[src/rtl/core/alert_gated_event_counter_macros.svh]
// ---------------------------------------------------------------------------
// Assertion macros for the alert-gated event counter
// Immediate-consequence and next-cycle checks, removed under SYNTHESIS.
// ---------------------------------------------------------------------------
`ifndef ALERT_GATED_EVENT_COUNTER_MACROS_SVH
`define ALERT_GATED_EVENT_COUNTER_MACROS_SVH

`ifndef SYNTHESIS
// Check cons in the same cycle as ante.
`define AGEC_ASSERT_NOW(label, clk, rst_n, ante, cons) \
	label: assert property (@(posedge clk) disable iff (!rst_n) (ante) |-> (cons)) \
		else $error("agec check failed");
// Check cons in the cycle after ante.
`define AGEC_ASSERT_NEXT(label, clk, rst_n, ante, cons) \
	label: assert property (@(posedge clk) disable iff (!rst_n) (ante) |=> (cons)) \
		else $error("agec check failed");
`else
`define AGEC_ASSERT_NOW(label, clk, rst_n, ante, cons)
`define AGEC_ASSERT_NEXT(label, clk, rst_n, ante, cons)
`endif

`endif

[src/rtl/core/agec_pkg.sv]
// ---------------------------------------------------------------------------
// agec_pkg
// Shared types and reset constants of the alert-gated event counter.
// ---------------------------------------------------------------------------
`timescale 1ns / 1ps

package agec_pkg;

	localparam int COUNT_W  = 17;
	localparam int TEMP_W   = 16;
	localparam int PRESC_W  = 8;
	localparam int HOLD_W   = 16;
	localparam int SRC_W    = 3;
	localparam int CFG_IDX_W = 2;
	localparam int CFG_DATA_W = 17;
	localparam int IN_DATA_W  = 24;
	localparam int OUT_DATA_W = 40;

	typedef enum logic [1:0] {
		ACT_TICK  = 2'd0,
		ACT_TEMP  = 2'd1,
		ACT_IRQ   = 2'd2,
		ACT_CLEAR = 2'd3
	} action_t;

	typedef enum logic [1:0] {
		MODE_COUNTING   = 2'd0,
		MODE_TEMP_ALERT = 2'd1,
		MODE_EXT_ALERT  = 2'd2
	} mode_t;

	typedef enum logic [CFG_IDX_W-1:0] {
		REG_TEMP_THRESHOLD = 2'd0,
		REG_TICKS_PER_WORK = 2'd1,
		REG_COUNT_LIMIT    = 2'd2,
		REG_ALERT_HOLD     = 2'd3
	} reg_idx_t;

	localparam logic [SRC_W-1:0] ALERT_SOURCE = 3'd1;

	localparam logic signed [TEMP_W-1:0] RST_TEMP_THRESHOLD = 16'sd250;
	localparam logic [PRESC_W-1:0]       RST_TICKS_PER_WORK = 8'd50;
	localparam logic [COUNT_W-1:0]       RST_COUNT_LIMIT    = 17'd100000;
	localparam logic [HOLD_W-1:0]        RST_ALERT_HOLD     = 16'd50;

	typedef struct packed {
		logic signed [TEMP_W-1:0] temp_threshold;
		logic [PRESC_W-1:0]       ticks_per_work_tick;
		logic [COUNT_W-1:0]       count_limit;
		logic [HOLD_W-1:0]        alert_hold_ticks;
	} cfg_t;

	typedef struct packed {
		action_t                  action;
		logic signed [TEMP_W-1:0] temperature;
		logic [SRC_W-1:0]         int_source;
	} item_t;

	typedef struct packed {
		logic [COUNT_W-1:0]       count;
		mode_t                    mode;
		logic                     refresh;
		logic signed [TEMP_W-1:0] last_temperature;
	} result_t;

endpackage

[src/rtl/core/agec_cfg_regs.sv]
// ---------------------------------------------------------------------------
// agec_cfg_regs
// Configuration register file, written through a plain write port.
// ---------------------------------------------------------------------------
`timescale 1ns / 1ps

module agec_cfg_regs (
	input  logic                             clk,
	input  logic                             arst_n,
	input  logic                             cfg_we,
	input  logic [agec_pkg::CFG_IDX_W-1:0]   cfg_index,
	input  logic [agec_pkg::CFG_DATA_W-1:0]  cfg_wdata,
	output agec_pkg::cfg_t                   cfg
);
	import agec_pkg::*;

	cfg_t cfg_q;

	always_ff @(posedge clk or negedge arst_n) begin
		if (!arst_n) begin
			cfg_q.temp_threshold      <= RST_TEMP_THRESHOLD;
			cfg_q.ticks_per_work_tick <= RST_TICKS_PER_WORK;
			cfg_q.count_limit         <= RST_COUNT_LIMIT;
			cfg_q.alert_hold_ticks    <= RST_ALERT_HOLD;
		end else if (cfg_we) begin
			case (reg_idx_t'(cfg_index))
				REG_TEMP_THRESHOLD: cfg_q.temp_threshold      <= cfg_wdata[TEMP_W-1:0];
				REG_TICKS_PER_WORK: cfg_q.ticks_per_work_tick <= cfg_wdata[PRESC_W-1:0];
				REG_COUNT_LIMIT:    cfg_q.count_limit         <= cfg_wdata[COUNT_W-1:0];
				REG_ALERT_HOLD:     cfg_q.alert_hold_ticks    <= cfg_wdata[HOLD_W-1:0];
				default: ;
			endcase
		end
	end

	assign cfg = cfg_q;

endmodule

[src/rtl/core/agec_engine.sv]
// ---------------------------------------------------------------------------
// agec_engine
// Counter, mode and hold-timer state with the single-pass update logic.
// ---------------------------------------------------------------------------
`timescale 1ns / 1ps

module agec_engine (
	input  logic              clk,
	input  logic              arst_n,
	input  logic              fire,
	input  agec_pkg::item_t   item,
	input  agec_pkg::cfg_t    cfg,
	output agec_pkg::result_t result
);
	import agec_pkg::*;

	logic [PRESC_W-1:0]       presc_q, presc_d;
	logic [COUNT_W-1:0]       count_q, count_d;
	mode_t                    mode_q, mode_d;
	logic [HOLD_W-1:0]        hold_q, hold_d;
	logic signed [TEMP_W-1:0] temp_q, temp_d;
	logic                     refresh;

	logic [PRESC_W:0]   presc_inc;
	logic               work_tick;
	logic [COUNT_W:0]   count_inc;
	logic [HOLD_W-1:0]  hold_dec;

	assign presc_inc = {1'b0, presc_q} + {{PRESC_W{1'b0}}, 1'b1};
	assign work_tick = presc_inc >= {1'b0, cfg.ticks_per_work_tick};
	assign count_inc = {1'b0, count_q} + {{COUNT_W{1'b0}}, 1'b1};
	assign hold_dec  = hold_q - {{(HOLD_W-1){1'b0}}, 1'b1};

	always_comb begin
		presc_d = presc_q;
		count_d = count_q;
		mode_d  = mode_q;
		hold_d  = hold_q;
		temp_d  = temp_q;
		refresh = 1'b0;
		case (item.action)
			ACT_TICK: begin
				presc_d = work_tick ? '0 : presc_inc[PRESC_W-1:0];
				if (work_tick) begin
					if (mode_q == MODE_COUNTING) begin
						// wrap once past the limit
						count_d = (count_inc > {1'b0, cfg.count_limit}) ? '0
							: count_inc[COUNT_W-1:0];
						refresh = 1'b1;
					end else if (mode_q == MODE_EXT_ALERT && hold_q != '0) begin
						hold_d = hold_dec;
						if (hold_dec == '0) begin
							mode_d  = MODE_COUNTING;
							refresh = 1'b1;
						end
					end
				end
			end
			ACT_TEMP: begin
				temp_d = item.temperature;
				if (item.temperature > cfg.temp_threshold) begin
					mode_d  = MODE_TEMP_ALERT;
					refresh = 1'b1;
				end else if (mode_q == MODE_TEMP_ALERT) begin
					mode_d  = MODE_COUNTING;
					refresh = 1'b1;
				end
			end
			ACT_IRQ: begin
				if (item.int_source == ALERT_SOURCE) begin
					mode_d  = MODE_EXT_ALERT;
					hold_d  = cfg.alert_hold_ticks;
					refresh = 1'b1;
				end
			end
			ACT_CLEAR: begin
				count_d = '0;
				refresh = 1'b1;
			end
			default: ;
		endcase
	end

	always_ff @(posedge clk or negedge arst_n) begin
		if (!arst_n) begin
			presc_q <= '0;
			count_q <= '0;
			mode_q  <= MODE_COUNTING;
			hold_q  <= '0;
			temp_q  <= '0;
		end else if (fire) begin
			presc_q <= presc_d;
			count_q <= count_d;
			mode_q  <= mode_d;
			hold_q  <= hold_d;
			temp_q  <= temp_d;
		end
	end

	assign result.count            = count_d;
	assign result.mode             = mode_d;
	assign result.refresh          = refresh;
	assign result.last_temperature = temp_d;

endmodule

[src/rtl/core/alert_gated_event_counter.sv]
// ---------------------------------------------------------------------------
// alert_gated_event_counter
// Prescaled event counter gated by temperature and external-interrupt alerts.
// ---------------------------------------------------------------------------
//
//  Channel   Direction  Beat contents
//  s_*       in         tuser: action[1:0]; tdata: temperature[15:0],
//                       int_source[18:16], zero pad[23:19]
//  m_*       out        tdata: count[16:0], mode[18:17], refresh[19],
//                       last_temperature[35:20], zero pad[39:36]
//  cfg_*     in         register write: index, data, write enable
//
//  Every beat yields exactly one result beat. An accepted beat sits in the
//  input register until the engine updates its state; the result register
//  loads in the same edge. One beat per cycle is sustained while m_tready
//  stays high. The rate is set by the single-pass state update in the engine.
//  A stall on m_tready holds the result register and then the input register;
//  s_tready drops only when both are full. Reset clears all state, restores
//  the register defaults and empties both stages.
//
`timescale 1ns / 1ps

`include "alert_gated_event_counter_macros.svh"

module alert_gated_event_counter (
	input  logic                              clk,
	input  logic                              arst_n,
	// slave side
	input  logic                              s_tvalid,
	output logic                              s_tready,
	input  logic [agec_pkg::IN_DATA_W-1:0]    s_tdata,  // temperature, int_source
	input  logic [1:0]                        s_tuser,  // action
	// master side
	output logic                              m_tvalid,
	input  logic                              m_tready,
	output logic [agec_pkg::OUT_DATA_W-1:0]   m_tdata,  // count, mode, refresh, last_temperature
	// configuration
	input  logic                              cfg_we,
	input  logic [agec_pkg::CFG_IDX_W-1:0]    cfg_index,
	input  logic [agec_pkg::CFG_DATA_W-1:0]   cfg_wdata
);
	import agec_pkg::*;

	cfg_t    cfg;
	item_t   item_in;
	item_t   item_s1;
	logic    valid_s1;
	result_t result;
	result_t result_q;
	logic    out_valid_q;
	logic    adv_s1;
	logic    in_fire;

	// Unpack the incoming beat.
	assign item_in.action      = action_t'(s_tuser);
	assign item_in.temperature = s_tdata[TEMP_W-1:0];
	assign item_in.int_source  = s_tdata[TEMP_W+SRC_W-1:TEMP_W];

	// Advance the input stage whenever the result register is free or draining.
	assign adv_s1   = valid_s1 && (!out_valid_q || m_tready);
	assign s_tready = !valid_s1 || adv_s1;
	assign in_fire  = s_tvalid && s_tready;

	agec_cfg_regs u_cfg_regs (
		.clk       (clk),
		.arst_n    (arst_n),
		.cfg_we    (cfg_we),
		.cfg_index (cfg_index),
		.cfg_wdata (cfg_wdata),
		.cfg       (cfg)
	);

	agec_engine u_engine (
		.clk    (clk),
		.arst_n (arst_n),
		.fire   (adv_s1),
		.item   (item_s1),
		.cfg    (cfg),
		.result (result)
	);

	// Input register: hold the beat until the engine takes it.
	always_ff @(posedge clk or negedge arst_n) begin
		if (!arst_n) begin
			valid_s1 <= 1'b0;
		end else if (s_tready) begin
			valid_s1 <= s_tvalid;
		end
	end

	always_ff @(posedge clk) begin
		if (in_fire) begin
			item_s1 <= item_in;
		end
	end

	// Result register: load on engine update, drop when the beat is taken.
	always_ff @(posedge clk or negedge arst_n) begin
		if (!arst_n) begin
			out_valid_q <= 1'b0;
		end else if (adv_s1) begin
			out_valid_q <= 1'b1;
		end else if (m_tready) begin
			out_valid_q <= 1'b0;
		end
	end

	always_ff @(posedge clk) begin
		if (adv_s1) begin
			result_q <= result;
		end
	end

	assign m_tvalid = out_valid_q;
	assign m_tdata  = {{(OUT_DATA_W-COUNT_W-2-1-TEMP_W){1'b0}},
		result_q.last_temperature, result_q.refresh, result_q.mode, result_q.count};

	// A stalled result must stay in place.
	`AGEC_ASSERT_NEXT(a_out_hold, clk, arst_n, out_valid_q && !m_tready, out_valid_q)
	// A beat in the input stage that cannot advance must not be lost.
	`AGEC_ASSERT_NEXT(a_s1_hold, clk, arst_n, valid_s1 && !adv_s1, valid_s1)
	// Every engine update produces a result beat.
	`AGEC_ASSERT_NEXT(a_adv_out, clk, arst_n, adv_s1, out_valid_q)
	// Both stages full and stalled: no new beat may enter.
	`AGEC_ASSERT_NOW(a_no_overrun, clk, arst_n, valid_s1 && out_valid_q && !m_tready, !s_tready)

endmodule

[config.mk]
export PLATFORM = sky130hd
export DESIGN_NAME = alert_gated_event_counter
export DESIGN_NICKNAME = d
export VERILOG_FILES = /design/src/rtl/core/agec_pkg.sv /design/src/rtl/core/agec_cfg_regs.sv /design/src/rtl/core/agec_engine.sv /design/src/rtl/core/alert_gated_event_counter.sv
export VERILOG_INCLUDE_DIRS = /design/src /design/src/rtl/core
export SDC_FILE = /design/constraint.sdc
export NUM_CORES = 1
export LEC_CHECK = 0
export BUFFER_PORTS_ARGS = -buffer_cell sky130_fd_sc_hd__buf_2
export CORE_MARGIN = 2
export CORE_UTILIZATION = 60
export CTS_CLUSTER_SIZE = 24
export DETAILED_ROUTE_END_ITERATION = 10
export GPL_TIMING_DRIVEN = 0
export HOLD_SLACK_MARGIN = 0.08
export PLACE_DENSITY = 0.89
export SKIP_LAST_GASP = 1
export SYNTH_ARGS = -nofsm -noshare
export SYNTH_HDL_FRONTEND = slang
export SYNTH_SLANG_ARGS = --single-unit
[constraint.sdc]
create_clock -name clk -period 10.6 [get_ports clk]
set_input_delay 2.12 -clock clk [delete_from_list [all_inputs] [get_ports clk]]
set_output_delay 2.12 -clock clk [all_outputs]
set_load 0.02 [all_outputs]
==> results.tsv, run 1 <==
stage	metric	value	unit
floorplan	die height	127	um
floorplan	Site Rows	44	
clocking	root buffer cell	clkbuf_16	
clocking	clock buffer count from CTS	17	
place	Final HPWL DP	14700	um
job	Max Cap Viol	0	
detailed_routing	First-pass DRT Iterations	5	
yosys	Post-synth top flop	dfrtp_1	
yosys	ys async rst share	0.674	
floorplan	die width	127	um
floorplan	Core ar.	14600	um^2
global_route	met3 Use GR	0.0806	
worst_setup_path	Worst Path Required	8.48	ns
place	dpl cell area	9740	um^2
detailed_routing	DRC Markers	0	
timing	relative slew slack	0.338	
clocking	clk buf depth	2	
timing	max-slew violation count	0	
pwr	Pleak	4.44	nW
worst_setup_path	crit path launch type	primary input	
yosys	count of flip-flops with a built-in enable after synthesis	57	
finish	Register Area	4690	um^2
global_route	met1 Usage GRT	0.363	
worst_setup_path	critical path peak fanout	3	
worst_setup_path	critical path arrival	2.57	ns
finish	Final Instance Area	10300	um^2
worst_setup_path	CP top delay family	buffers and inverters	
clocking	worst skew pair latency	0.44	ns
floorplan	Initial Util	0.617	
yosys	sequential fraction of the synthesis area	0.519	
global_route	initial antenna violation count	0	
timing	skew final	0.00908	ns
pwr	Pwr Density	186	nW/um^2
timing	Fin. Hold Viols	0	
global_route	busiest layer in global routing	met2	
clocking	clock sinks	175	
timing	final setup fails	0	
finish	Layout Utilization	0.705	
yosys	synthesized cell area	9040	um^2
finish	Final nets	1005	
clocking	post-CTS sizing	0	
finish	final cell count without fillers	1102	
detailed_routing	Total Routed Length	21800	um
finish	multi-input logic area	3980	um^2
global_route	largest net degree at the start of global routing	72	
timing	Slew @ Worst Pin	0.992	ns
yosys	Netlist cell types	67	
detailed_routing	starting DRC count in detailed routing	781	
worst_setup_path	CP max stage cell	buf_2	
yosys	Post-Syn Instances	799	
global_route	Overflow after GRT	0	
clocking	CTS clk-pin slew, worst paths	0.06	ns
outcome	status	finished clean	
yosys	FF+latch count, synth	175	
detailed_routing	Vias/cell	6.27	
yosys	Synth Area per Inst	11.3	um^2
timing	WHS	0.506	ns
floorplan	die area	16100	um^2
finish	Layout area overhead	14.3	%
timing	post-route setup TNS	0	ns
clocking	Setup Buffers After CTS	0	
detailed_routing	Via Count	6906	
timing	clock period minus worst slack	4.69	ns
yosys	yosys warns	0	
finish	fraction of layout cells with a size suffix above 1	0.279	
hold_path	Min-Delay Path Class	reg -> reg	
clocking	H-tree depth	4	
timing	Max Fclk	213	MHz
worst_setup_path	worst path cell trace	buf_2 > nand3b_1 > buf_2	
timing	RSZ-0062 raised after global routing	no	
global_route	vias in the first global route	6789	
worst_setup_path	critical path's most frequent cell	buf_2	
global_route	M2 GR Usage	0.453	
detailed_routing	ANT nets after route	0	
worst_setup_path	type of the worst setup path	in -> out	
worst_setup_path	CP peak stage delay	0.18	ns
place	port buffer count	82	
global_route	first-pass GRT wire length	35100	um
clocking	CTS tree	done	
global_route	Total Routing Usage GR	0.281	
place	routability cong.	0.895	
timing	Final Cycle Share	0.443	
worst_setup_path	CP Capture Type	output pin	
pwr	Peak VDD IR	0.149	mV
clocking	Post-CTS Hold Fix Bufs	0	
finish	Layout fillers	996	
worst_setup_path	WP buf/inv	2	
floorplan	I/O pin cnt	92	
finish	# diodes	0	
detailed_routing	wire length per cell	19.8	um
place	dpl cells	1070	
-- flip-flops by register name, summed over array words and instances (netlist names), 2 cells and up --
register and count:
u_cfg_regs.cfg 57, m_tdata 36, item_s1 21, u_engine.count_q 17
u_engine.hold_q 16, u_engine.temp_q 16, u_engine.presc_q 8, u_engine.mode_q 2
-- final timing paths --
path	slack (ns)	startpoint	depth (start not counted)	to
min in group asynchronous	1.62	arst_n	1	u_cfg_regs.cfg[27]$_DFFE_PN0P_
worst min-delay path	0.51	valid_s1$_DFFE_PN0N_	1	m_tvalid$_DFFE_PN0P_
worst max register to register	6.10	u_engine.count_q[3]$_DFFE_PN0P_	15	m_tdata[8]$_DFFE_PP_
worst min register to register	0.51	valid_s1$_DFFE_PN0N_	1	m_tvalid$_DFFE_PN0P_
max in group asynchronous	8.22	arst_n	2	u_cfg_regs.cfg[37]$_DFFE_PN1P_
worst max-delay path	5.91	m_tready	3	s_tready
-- layout by cell type, fill, tap and decap left out, types with 6 or more instances in the layout --
master	netlist	layout
a21oi_1	25	25
a22o_1	14	14
a31oi_1	6	6
a32o_1	9	9
and2_1	9	9
and3_1	7	7
buf_2	12	93
clkbuf_1	19	18
clkbuf_16	0	17
dfrtp_1	100	100
dfstp_2	18	18
edfxtp_1	57	57
ha_1	50	50
inv_1	47	47
mux2_2	75	75
mux2i_1	6	6
nand2_1	55	55
nand2b_1	9	9
nand3_1	39	39
nand4_1	9	9
nor2_1	43	43
nor3_1	15	15
nor4_1	10	10
o211ai_1	6	6
o21ai_0	46	46
o221a_2	7	7
or2_2	9	9
xnor2_1	17	17
-- cells in the mapped netlist, types with 3 or more instances --
cell	count	area (um^2)
o31ai_1	3	22.5
or2_2	9	56.3
and3_1	7	43.8
a31oi_1	6	37.5
mux2i_1	6	60.1
a41oi_1	3	26.3
o2bb2ai_1	5	43.8
nor3_1	15	75.1
and2_1	9	56.3
nor2_1	43	161
nand4_1	9	56.3
o211ai_1	6	45.0
a22o_1	14	123
edfxtp_1	57	1710
nand2_1	55	206
clkbuf_1	19	71.3
ha_1	50	626
o221a_2	7	78.8
xor2_1	4	35.0
nand2b_1	9	56.3
nor3b_1	3	22.5
nand3b_1	5	37.5
mux2_2	75	845
a21oi_1	25	125
buf_4	4	30.0
nand3_1	39	195
nor2b_1	4	25.0
buf_6	4	45.0
buf_2	12	60.1
o21ai_0	46	230
inv_1	47	176
xnor2_1	17	149
nor4_1	10	62.6
dfstp_2	18	473
and4_1	3	26.3
a32o_1	9	90.1
dfrtp_1	100	2500
or3_1	4	25.0
a211oi_1	3	22.5
-- worst register-to-register path, cell delays in order (launching register included) --
cell and delay [ns]:
dfrtp_1 0.33, buf_2 0.20, and3_1 0.28, and3_1 0.28, and2_1 0.23, and3_1 0.31, nand3_1 0.13, xnor2_1 0.34
ha_1 0.31, and4_1 0.19, nand3_1 0.13, a31oi_1 0.06, o41ai_1 0.35, clkbuf_1 0.38, nand3_1 0.33, o31ai_1 0.45
-- final cells by class --
cell class / count / share of cell area
clock inverters: 13 / 0.0124
multi-input cells: 539 / 0.385
clock buffers: 19 / 0.0438
inverters: 47 / 0.0171
well taps: 184 / 0.0223
flip-flops and latches: 175 / 0.454
repair buffers: 84 / 0.0449
plain buffers: 41 / 0.0208
-- layer usage --
metal | share of wire | routed length [um]
met5 | 0 | 0
met4 | 0.032 | 687
met3 | 0.082 | 1790
met2 | 0.48 | 10500
met1 | 0.41 | 8860
-- cell families after synthesis --
| kind of cell | Yosys count | share of synthesized area |
|---|---|---|
| other cells | 1 | 0.000415 |
| buf+inv | 88 | 0.0432 |
| compound gates | 144 | 0.110 |
| mux | 81 | 0.100 |
| xor+xnor | 21 | 0.0204 |
| flops | 175 | 0.519 |
| simple gates | 239 | 0.138 |
| fa+ha+maj | 50 | 0.0692 |
-- where the power goes --
part | internal [W] | switching [W] | total [W]
sequential | 0.000828 | 0.0000626 | 0.000890
combinational | 0.000180 | 0.000233 | 0.000414
clock | 0.000342 | 0.000279 | 0.000621
total | 0.00135 | 0.000575 | 0.00192
-- per-stage QoR --
stage | power (W) | setup WS [ns]
6_report | 0.00192 | 5.91
3_3_place_gp | 0.00127 | 5.07
2_1_floorplan | 0.00118 | 6.08
3_5_place_dp | 0.00130 | 5.92
5_1_grt | 0.00202 | 5.83
4_1_cts | 0.00192 | 5.91
(Power assumes the default switching activity.)
==> inputs of run 2 (changes only) <==
--- a/config.mk
+++ b/config.mk
@@ -6,14 +6,15 @@
 export SDC_FILE = /design/constraint.sdc
 export NUM_CORES = 1
 export LEC_CHECK = 0
+export ABC_AREA = 1
 export BUFFER_PORTS_ARGS = -buffer_cell sky130_fd_sc_hd__buf_2
 export CORE_MARGIN = 2
-export CORE_UTILIZATION = 60
+export CORE_UTILIZATION = 54
 export CTS_CLUSTER_SIZE = 24
 export DETAILED_ROUTE_END_ITERATION = 10
 export GPL_TIMING_DRIVEN = 0
 export HOLD_SLACK_MARGIN = 0.08
-export PLACE_DENSITY = 0.89
+export PLACE_DENSITY = 0.85
 export SKIP_LAST_GASP = 1
 export SYNTH_ARGS = -nofsm -noshare
 export SYNTH_HDL_FRONTEND = slang
==> constraint.sdc (replaced) <==
create_clock -name clk -period 3.8 [get_ports clk]
set_input_delay 0.76 -clock clk [delete_from_list [all_inputs] [get_ports clk]]
set_output_delay 0.76 -clock clk [all_outputs]
set_load 0.02 [all_outputs]
==> run 2 against run 1 <==
Synthesized cell count is 38% higher. Hold slack worse by 0.32 ns. Synthesized area is 3.8% higher. Combinational power grew to 4.3 times the previous value. Final area is 3.7% higher. Sequential power grew to 2.9 times the previous value.
==> results.tsv, run 2 <==
stage	metric	value	unit	change
outcome	status	finished clean		
yosys	Post-synth top flop	dfrtp_1		
pwr	Reg power frac	0.420		-0.043
finish	Layout area overhead	14.2	%	about the same
pwr	Pleak	5.26	nW	+18%
clocking	CTS clk-pin slew, worst paths	0.07	ns	about the same
job	Max Cap Viol	0		unchanged
yosys	FF+latch count, synth	175		unchanged
finish	max reg flops	57		unchanged
worst_setup_path	critical path peak fanout	10		+7
worst_setup_path	crit path launch type	flop		
pwr	Clock power frac	0.289		-0.033
pwr	internal power	0.00396	W	+190%
worst_setup_path	worst path cell trace	ha_1 > nand2_1 > nor2_2 > nand3_1 > nor2_2 > inv_2 > nor2_4 > nand3_1 > xor2_1 > inv_2 > ha_1 > nand4_1 > nor4_1 > nand3b_2 > nand2_4 > buf_12 > nand3_2 > nand2_1 > nand2_1 > nand2_2 > nand2_1 > nand2_1		
finish	most common cell after layout, fill and taps aside	nand2_1		
worst_setup_path	CP top delay family	simple AND/OR/NAND/NOR gates		
global_route	Overflow after GRT	0		unchanged
worst_setup_path	critical path arrival	3.78	ns	+1.21 ns
worst_setup_path	CP max stage cell	dfrtp_2		
finish	fraction of layout cells with a size suffix above 1	0.168		-0.111
yosys	yosys warns	0		unchanged
detailed_routing	starting DRC count in detailed routing	664		-15%
floorplan	Initial Util	0.548		-0.0692
clocking	clk buf depth	2		unchanged
clocking	Post-CTS Hold Fix Bufs	0		unchanged
yosys	sequential fraction of the synthesis area	0.500		-0.0189
detailed_routing	Vias/cell	5.32		-15%
clocking	root buffer cell	clkbuf_16		
clocking	clock sinks	175		unchanged
worst_setup_path	CP peak stage delay	0.49	ns	+0.31 ns
hold_path	Min-Delay Path Class	in -> async		
worst_setup_path	r2r setup slk	0.40	ns	-5.70 ns
timing	post-route setup TNS	0	ns	unchanged
place	port buffer count	82		unchanged
yosys	Area contributors post-synth	dfrtp_1 (27%), edfxtp_1 (18%), nand2_1 (13%), ha_1 (6.7%), o21ai_0 (6.5%)		
clocking	clock buffer count from CTS	17		unchanged
detailed_routing	First-pass DRT Iterations	8		+3
yosys	ys async rst share	0.674		unchanged
clocking	Setup Buffers After CTS	0		unchanged
timing	Max Fclk	294	MHz	
pwr	combinational share of power	0.291		+0.076
detailed_routing	wire length per cell	15.6	um	-21%
floorplan	Core ar.	17100	um^2	+17%
pwr	sw frac	0.357		+0.0583
place	Final HPWL DP	16100	um	+9.7%
floorplan	die height	136	um	+7.1%
yosys	Post-Syn Instances	1104		+38%
detailed_routing	DRC Markers	0		unchanged
yosys	Netlist cell types	46		-31%
timing	relative slew slack	0.491		+0.153
clocking	worst skew pair latency	0.44	ns	about the same
yosys	largest area contributor in the netlist	dfrtp_1		
global_route	first-pass GRT wire length	37000	um	+5.2%
worst_setup_path	critical path's most frequent cell	nand2_1		
timing	RSZ-0062 raised after global routing	no		
timing	Slew @ Worst Pin	0.762	ns	-0.230 ns
yosys	Synth Area per Inst	8.49	um^2	-25%
yosys	top cell type's share of synthesized area	0.267		-0.0101
finish	Layout fillers	1376		+38%
yosys	synth cell count leaders	nand2_1 (325), inv_1 (142), o21ai_0 (121)		
floorplan	I/O pin cnt	92		unchanged
yosys	most numerous cell in the Yosys netlist	nand2_1		
pwr	Pwr Density	575	nW/um^2	+210%
finish	Final nets	1309		+30%
worst_setup_path	CP Capture Type	flop		
finish	most frequent cells in the layout	nand2_1 (325), inv_1 (142), o21ai_0 (121), dfrtp_1 (99), buf_2 (88)		
worst_setup_path	Worst Path Required	4.18	ns	-4.30 ns
timing	max-slew violation count	0		unchanged
timing	final setup fails	0		unchanged
place	Setup WS pre-CTS	0.390	ns	-5.53 ns
pwr	switching power	0.00220	W	+280%
place	routability cong.	0.935		+4.5%
timing	setup ws final	0.397	ns	-5.51 ns
worst_setup_path	type of the worst setup path	reg -> reg		
global_route	largest net degree at the start of global routing	92		+28%
global_route	Total Routing Usage GR	0.259		-0.0217
detailed_routing	Via Count	7702		+12%
clocking	H-tree depth	4		unchanged
pwr	Peak VDD IR	0.389	mV	+160%
clocking	CTS tree	done		
finish	Layout Utilization	0.626		-0.0797
yosys	synthesized cell area	9380	um^2	+3.8%
floorplan	Site Rows	48		+9.1%
yosys	count of flip-flops with a built-in enable after synthesis	57		unchanged
global_route	vias in the first global route	7580		+12%
floorplan	die area	18400	um^2	+15%
global_route	initial antenna violation count	0		unchanged
floorplan	die width	136	um	+7.1%
worst_setup_path	WP buf/inv	3		+1
timing	skew final	0.00988	ns	+0.000797 ns
timing	clock period minus worst slack	3.40	ns	
timing	Fin. Hold Viols	0		unchanged
detailed_routing	ANT nets after route	0		unchanged
finish	# diodes	0		unchanged
detailed_routing	Total Routed Length	22500	um	+3.4%
timing	Final Cycle Share	0.896		
[run 2: cell type report]
cell class	instances	area (um^2)	share of cell area
clock buffer	17	425	0.0397
buffer	40	213	0.0199
tap	225	282	0.0263
sequential	175	4690	0.438
clock inverter	15	169	0.0158
inverter	148	558	0.0521
timing repair buffer	83	444	0.0415
multi-input combinational	744	3930	0.367
[run 2: power by group through the flow]
stage	sequential, W	combinational, W	clock (W)
after detailed placement	0.00261	0.00175	0
after CTS	0.00258	0.00178	0.00180
after floorplan	0.00265	0.00121	0
after global routing	0.00263	0.00203	0.00188
final	0.00259	0.00179	0.00178
after global placement	0.00260	0.00169	0
[run 2: repair_timing]
action | 4_1_cts | 5_1_grt
gates resized for setup | 0 | 1
endpoints found under the setup margin | 0 | 13
endpoints found under the hold margin | 0 | 0
[run 2: path summary, 6_finish.rpt]
kind | start | cells after the start | to
worst max-delay path | u_engine.count_q[0]$_DFFE_PN0P_ | 22 | u_engine.count_q[15]$_DFFE_PN0P_
worst min-delay path | arst_n | 1 | u_engine.presc_q[6]$_DFFE_PN0P_
worst max register to register | u_engine.count_q[0]$_DFFE_PN0P_ | 22 | u_engine.count_q[15]$_DFFE_PN0P_
worst min register to register | u_cfg_regs.cfg[7]$_DFFE_PN0P_ | 2 | u_cfg_regs.cfg[7]$_DFFE_PN0P_
max in group asynchronous | arst_n | 2 | u_cfg_regs.cfg[1]$_DFFE_PN1P_
min in group clk | u_cfg_regs.cfg[7]$_DFFE_PN0P_ | 2 | u_cfg_regs.cfg[7]$_DFFE_PN0P_
[run 2: through the flow]
step	cells	area, um^2	total power [W]	hold slack (ns)
floorplan	1107	9390	0.00386	0.448
global placement	1414	10100	0.00429	0.465
detailed placement	1415	10100	0.00437	0.473
CTS	1447	10700	0.00616	0.198
global route	1447	10700	0.00654	0.204
finish	1447	10700	0.00616	0.191
[run 2: kinds of logic after synthesis]
| kind of cell | synth area share |
|---|---|
| xor+xnor | 0.0215 |
| fa+ha+maj | 0.0667 |
| simple gates | 0.233 |
| compound gates | 0.0967 |
| buf+inv | 0.0822 |
| other cells | 0.000400 |
| flops | 0.500 |
[run 2: routing by layer]
metal  share of wire  global-route usage  wire, um
met1            0.41               0.319      9250
met2            0.49               0.441     11100
met3           0.056              0.0509      1270
met4           0.040               0.120       899
met5               0                   0         0
